===== src/hw/rtl/gcd_pkg.sv =====
// Shared constants, types and the CORDIC angle table of the great-circle distance unit.
`default_nettype none
package gcd_pkg;

  localparam int CordicSteps = 30;
  localparam int SqrtSteps   = 31;

  localparam logic signed [32:0] CordicGain   = 33'sd652032874;
  localparam logic [31:0]        PiQ30        = 32'd3373259426;
  // floor(2^37 / 45)
  localparam logic [31:0]        Recip45      = 32'd3054198966;
  // ceil(2^17 / 45), exact for the small remainder term
  localparam logic [11:0]        Recip45Small = 12'd2913;
  localparam logic [6:0]         Div45        = 7'd45;

  typedef enum logic [1:0] {
    CFG_REF_LAT = 2'd0,
    CFG_REF_LON = 2'd1,
    CFG_RADIUS  = 2'd2
  } gcd_cfg_idx_t;

  typedef struct packed {
    logic dbl;      // angle factor 128/45 instead of 64/45
    logic sel_sin;  // return the sine instead of the cosine
  } gcd_sc_mode_t;

  // atan(2^-i) in binary angle units (full turn = 2^32)
  function automatic logic [31:0] gcd_atan(input int idx);
    case (idx)
      0:  gcd_atan = 32'h20000000;
      1:  gcd_atan = 32'h12E4051E;
      2:  gcd_atan = 32'h09FB385B;
      3:  gcd_atan = 32'h051111D4;
      4:  gcd_atan = 32'h028B0D43;
      5:  gcd_atan = 32'h0145D7E1;
      6:  gcd_atan = 32'h00A2F61E;
      7:  gcd_atan = 32'h00517C55;
      8:  gcd_atan = 32'h0028BE53;
      9:  gcd_atan = 32'h00145F2F;
      10: gcd_atan = 32'h000A2F98;
      11: gcd_atan = 32'h000517CC;
      12: gcd_atan = 32'h00028BE6;
      13: gcd_atan = 32'h000145F3;
      14: gcd_atan = 32'h0000A2FA;
      15: gcd_atan = 32'h0000517D;
      16: gcd_atan = 32'h000028BE;
      17: gcd_atan = 32'h0000145F;
      18: gcd_atan = 32'h00000A30;
      19: gcd_atan = 32'h00000518;
      20: gcd_atan = 32'h0000028C;
      21: gcd_atan = 32'h00000146;
      22: gcd_atan = 32'h000000A3;
      23: gcd_atan = 32'h00000051;
      24: gcd_atan = 32'h00000029;
      25: gcd_atan = 32'h00000014;
      26: gcd_atan = 32'h0000000A;
      27: gcd_atan = 32'h00000005;
      28: gcd_atan = 32'h00000003;
      29: gcd_atan = 32'h00000001;
      default: gcd_atan = 32'h00000000;
    endcase
  endfunction

endpackage
`default_nettype wire


===== src/hw/rtl/gcd_isqrt.sv =====
// Pipelined floor square root of a Q30 value, one result bit per stage.
`default_nettype none
module gcd_isqrt import gcd_pkg::*; (
  input  wire logic        clk,
  input  wire logic        rst_n,
  input  wire logic        en,
  input  wire logic        in_valid,
  input  wire logic [30:0] in_value,
  output logic             out_valid,
  output logic [30:0]      out_root
);

  logic        sv_r   [0:SqrtSteps];
  logic [33:0] rem_r  [0:SqrtSteps];
  logic [30:0] root_r [0:SqrtSteps];
  logic [61:0] rad_r  [0:SqrtSteps];

  always_ff @(posedge clk) begin
    if (!rst_n) begin
      sv_r[0] <= 1'b0;
    end else if (en) begin
      sv_r[0] <= in_valid;
    end
  end

  always_ff @(posedge clk) begin
    if (en) begin
      rem_r[0]  <= '0;
      root_r[0] <= '0;
      rad_r[0]  <= {1'b0, in_value, 30'b0};
    end
  end

  for (genvar k = 0; k < SqrtSteps; k++) begin : g_step
    logic [35:0] rn, trial;
    assign rn    = {rem_r[k], rad_r[k][61:60]};
    assign trial = {3'b0, root_r[k], 2'b01};
    always_ff @(posedge clk) begin
      if (!rst_n) begin
        sv_r[k+1] <= 1'b0;
      end else if (en) begin
        sv_r[k+1] <= sv_r[k];
      end
    end
    always_ff @(posedge clk) begin
      if (en) begin
        rad_r[k+1] <= {rad_r[k][59:0], 2'b00};
        if (rn >= trial) begin
          rem_r[k+1]  <= 34'(rn - trial);
          root_r[k+1] <= {root_r[k][29:0], 1'b1};
        end else begin
          rem_r[k+1]  <= rn[33:0];
          root_r[k+1] <= {root_r[k][29:0], 1'b0};
        end
      end
    end
  end

  assign out_valid = sv_r[SqrtSteps];
  assign out_root  = root_r[SqrtSteps];

endmodule
`default_nettype wire

===== config.mk =====
export PLATFORM = sky130hd
export DESIGN_NAME = gcd_isqrt
export DESIGN_NICKNAME = d
export VERILOG_FILES = /design/src/hw/rtl/gcd_pkg.sv /design/src/hw/rtl/gcd_isqrt.sv
export SDC_FILE = /design/constraint.sdc
export NUM_CORES = 2
export LEC_CHECK = 0
export ABC_AREA = 1
export BUFFER_PORTS_ARGS = -buffer_cell sky130_fd_sc_hd__clkbuf_2
export CORE_MARGIN = 4
export CORE_UTILIZATION = 50
export DETAILED_ROUTE_END_ITERATION = 6
export GPL_TIMING_DRIVEN = 0
export PLACE_DENSITY = 0.63
export SYNTH_ARGS = -nofsm -noshare
export SYNTH_HDL_FRONTEND = slang
export SYNTH_SLANG_ARGS = --single-unit

===== constraint.sdc =====
create_clock -name clk -period 6.2 [get_ports clk]
set_clock_uncertainty 0.1 [all_clocks]
set_input_delay 0.93 -clock clk [delete_from_list [all_inputs] [get_ports clk]]
set_output_delay 0.93 -clock clk [all_outputs]
set_load 0.05 [all_outputs]

* After elaboration in Yosys (flattened, before gate mapping)
Memories as Yosys holds them, arrays and structs flattened.
Index checks and enable logic that the tools add are counted.
** Storage, ports and cells
- Flip-flop bits (word level) :: 0
- Bits in latches :: 0
- RAM bits :: 4032
- Memory bits (read-only) :: 0
- Bits of input ports :: 35
- Output and inout bits :: 32
- Word-level logic and storage cells :: 445
- Memories :: 4
** Operators by class
- Add/subtract/negate cells :: 31
- $mul :: 0
- Div/mod/pow operators :: 0
- Magnitude comparators :: 31
- Equal/unequal tests :: 0
- Shift-type cells :: 0
- Mux-type cells :: 285
- Bitwise gates (word level) :: 94
- Reductions and logical operators :: 0
** Memories
- rad_r :: depth 32, width 60, read ports 31, clocked after Yosys merged registers in 0, write ports 32, line gcd_isqrt.sv:16 : logic [61:0] rad_r [0:SqrtSteps];
- rem_r :: depth 32, width 34, read ports 31, clocked after Yosys merged registers in 0, write ports 32, line gcd_isqrt.sv:14 : logic [33:0] rem_r [0:SqrtSteps];
- root_r :: depth 32, width 31, read ports 32, clocked after Yosys merged registers in 0, write ports 32, line gcd_isqrt.sv:15 : logic [30:0] root_r [0:SqrtSteps];
- sv_r :: depth 32, width 1, read ports 32, clocked after Yosys merged registers in 0, write ports 32, line gcd_isqrt.sv:13 : logic sv_r [0:SqrtSteps];
** Operators by type and width (count)
- $ge 36x33->1 :: 31
- $mux 34 :: 31
- $sub 34x33->34 :: 31
- $mux 31 :: 31
- $mux 1 :: 223
- $or 1x1->1 :: 94

* Depth between registers and ports, before layout
An unclocked memory read counts as a cell.
- Depth after elaboration :: 6
- Depth in mapped cells :: 17
- Gate-level depth less buffers :: 16

* Worst setup path before layout
OpenSTA, ideal clock, no wires.
- Path kind :: input -> register
- Start point :: in en
- End point :: mem rem_r[27][0], enable pin
- Setup time :: 0.439 ns
- Arrival time :: 3.006 ns
- Required time :: 5.661 ns
- Path slack :: 2.655 ns
- Stages on the path :: 3
- Path through :: buf_4 clkbuf_1 clkbuf_1
** RTL lines
- from (decl) :: line gcd_isqrt.sv:6 : input wire logic en,
- to (decl) :: line gcd_isqrt.sv:14

==> metrics.csv <==
stage;metric;value;unit
drt;total wire length;337000;um
drt;# DRC;5;
drt;via count;93422;
floorplan;Die H;482;um
finish;Area growth syn-to-layout;9.81;%
worst_hold_path;WHS Path Cells;1;
clock_network;clock sink count;1750;
timing;Min Hold Slack;0.135;ns
logic_synthesis;Post-synth top flop;edfxtp_1;
timing;period utilization;87.6;%
floorplan;Ports;67;
global_routing;first-pass GRT wire length;507000;um
drt;WL per Instance;18.8;um
flow_run;max_cap viols;0;
timing;Slew @ Worst Pin;1.26;ns
drt;DR pass1 iterations;7;
timing;unrepaired setup endpoints after global routing;no;
logic_synthesis;leading area contributor after synthesis;edfxtp_1;
global_routing;vias in the first global route;87169;
critical_path;critical path startpoint category;primary input;
floorplan;die span in x;482;um
finish;layout cells sized above 1;4.25;%
drt;Antenna Nets Post-Route;0;
global_routing;initial antenna violation count;11;
critical_path;worst path arrival time;5.89;ns
logic_synthesis;most frequent cell after synthesis;nand2_1;
clock_network;# Post-CTS Setup Buffers;0;
logic_synthesis;syn avg cell area;7.74;um^2
clock_network;clock-pin slew on the worst setup and hold paths;0.07;ns
critical_path;Worst path most repeated cell;buf_2;
clock_network;Root Driver;clkbuf_16;
logic_synthesis;Synth Register Bits;1750;
logic_synthesis;Synth warnings;0;
timing;Period minus WS final;5.43;ns
floorplan;die area;232000;um^2
power_and_ir_drop;Power Density;323;nW/um^2
critical_path;CP required;6.66;ns
global_routing;pin count of the biggest net entering global routing;122;
power_and_ir_drop;Peak supply drop;0.259;mV
clock_network;CTS tree;done;
place;placer congestion estimate;0.964;
run_status;outcome;finished, violations left;
clock_network;clk_lat worst skew;0.87;ns
run_status;failing checks;design-rule violations;
logic_synthesis;top cells by count, synth;4568 x nand2_1, 2634 x inv_1, 1748 x edfxtp_1;
critical_path;r2r worst-path depth;12;
power_and_ir_drop;Leak;58.3;nW
finish;final core occ;55.3;%
critical_path;crit path max fanout;68;
critical_path;max incr delay on CP;0.91;ns
logic_synthesis;ys async rst share;0;%
logic_synthesis;synthesized area;112000;um^2
floorplan;CORE AREA;223000;um^2
critical_path;worst path cell trace;clkbuf_8 -> buf_4 -> buf_2 -> buf_2 -> buf_2 -> nand4_1 -> nand2_1 -> inv_1;
logic_synthesis;area share of the largest cell type after synthesis;46.8;%
logic_synthesis;cell count after synthesis;14498;
timing;Max Clk Rate;184;MHz
floorplan;Initial Util;50.4;%
clock_network;CTS HTree Levels;4;
worst_hold_path;worst hold path type;in -> reg;
timing;number of setup violations in the final report;0;
logic_synthesis;sequential area share after synthesis;46.8;%
clock_network;cts repair resizes;0;
logic_synthesis;most area-consuming cells after synthesis;edfxtp_1 47%, nand2_1 15%, inv_1 8.8%;
timing;Slew Viols, Final;0;
clock_network;number of hold buffers added after CTS;0;
timing;Rel. slew slack;15.5;%
critical_path;kind of critical path;in -> reg;
timing;final hold vios;0;
floorplan;row cnt;173;
worst_hold_path;end point of the worst hold path;rad_r[0][48]$_DFFE_PP_;
global_routing;total gr overflow;0;
drt;DRT iter0 DRCs;7889;
finish;fin nets;15327;
critical_path;R2R Path End;rem_r[24][6]$_DFFE_PP_;
critical_path;RR Startpoint;rem_r[23][0]$_SDFFCE_PP0P_;
logic_synthesis;Synthesized Nets;15046;
clock_network;CTS Buffer Depth;3;
logic_synthesis;unique cell type count in the Yosys netlist;58;
clock_network;TritonCTS buffer count;190;
worst_hold_path;HP Start;in_value[20];
critical_path;Worst path slowest cell;buf_2;
drt;routed vias/inst;5.21;
global_routing;total track usage;28.5;%
place;Post-DP HPWL;272000;um
place;IO Port Bufs;66;
logic_synthesis;Post-synth EDFFs;1748;
critical_path;critical path endpoint category;register;
critical_path;flop-to-flop setup slack;2.81;ns
==> worst max-delay path by stage <==
stage | from | end | cells past startpoint
after CTS | en | rem_r[23][31]$_DFFE_PP_ | 8
after detailed placement | en | rem_r[23][33]$_DFFE_PP_ | 8
final | en | rem_r[23][33]$_DFFE_PP_ | 8
after floorplan | en | rem_r[27][0]$_SDFFCE_PP0P_ | 3
after global routing | en | rem_r[23][33]$_DFFE_PP_ | 8
after global placement | en | rem_r[27][30]$_DFFE_PP_ | 8
==> final cells by class <==
cell class / instances / area (um^2)
flip-flops and latches: 1750 / 52500
clock inverters: 127 / 1480
multi-input cells: 9948 / 48900
inverters: 2648 / 9940
clock buffers: 226 / 4920
repair buffers: 89 / 815
well taps: 2975 / 3720
diodes: 5 / 12.5
fillers: 21245 / 99600
plain buffers: 152 / 842
==> critical path, delay by kind of cell <==
| kind | cells | cell delay [ns] |
|---|---|---|
| AND/OR/NAND/NOR | 2 | 1.11 |
| buffers and inverters | 6 | 3.71 |
==> metrics by stage <==
stage / area (um^2) / cells / setup WS, ns / setup TNS [ns] / power (mW)
2_1_floorplan: 112000 / 14498 / 2.66 / 0 / 24.3
3_3_place_gp: 116000 / 17539 / -6.01 / -9667.62 / 28.4
3_5_place_dp: 117000 / 17562 / -0.0745 / -0.283 / 28.3
4_1_cts: 123000 / 17915 / 0.811 / 0 / 40.0
5_1_grt: 123000 / 17917 / 0.850 / 0 / 42.2
6_report: 123000 / 17920 / 0.767 / 0 / 39.8
==> kinds of logic (layout without fill, tap and decap cells) <==
group | after synthesis | count (layout) | share of synthesized area (%)
compound gates | 1014 | 1014 | 4.82
simple gates | 8004 | 8004 | 29.7
fa+ha+maj | 513 | 513 | 5.82
xor+xnor | 417 | 417 | 3.26
buf+inv | 2800 | 3242 | 9.56
other cells | 0 | 5 | 0
flops | 1750 | 1750 | 46.8
==> flip-flops by register name, indices dropped and copies added (netlist names) <==
| signal | count |
|---|---|
| rad_r | 271 |
| sv_r | 32 |
| root_r | 496 |
| rem_r | 951 |
==> where the power goes <==
part           internal, mW  switching, mW
combinational          3.71           8.07
clock                  6.58           4.92
sequential             15.1           1.41
total                  25.4           14.4
==> cells in the final DEF, fill, tap and decap left out, types with 31 or more instances in the layout <==
cell type / netlist / layout
o21bai_1: 41 / 41
nand3_1: 1011 / 1011
nand2_1: 4568 / 4568
nor2_1: 1582 / 1582
o21ai_1: 31 / 31
clkbuf_1: 52 / 56
ha_1: 499 / 499
xor2_1: 250 / 250
nor3_1: 277 / 277
buf_2: 68 / 69
clkbuf_2: 1 / 90
clkinv_2: 0 / 32
inv_1: 2634 / 2634
nand3b_1: 97 / 97
or2_2: 46 / 46
edfxtp_1: 1748 / 1748
nand4_1: 277 / 277
clkbuf_16: 0 / 191
and2_1: 31 / 31
a21oi_1: 512 / 512
xnor2_1: 167 / 167
o21ai_0: 361 / 361
==> routing by layer <==
| layer | wire length [um] | track usage [%] | up-vias |
|---|---|---|---|
| li1 | - | - | 47195 |
| met1 | 140000 | 35.9 | 42965 |
| met2 | 166000 | 50.1 | 2668 |
| met3 | 16200 | 2.96 | 594 |
| met4 | 15000 | 11.4 | 0 |
| met5 | 0 | 0 | - |
No activity file was read; power rests on OpenSTA's default activity.
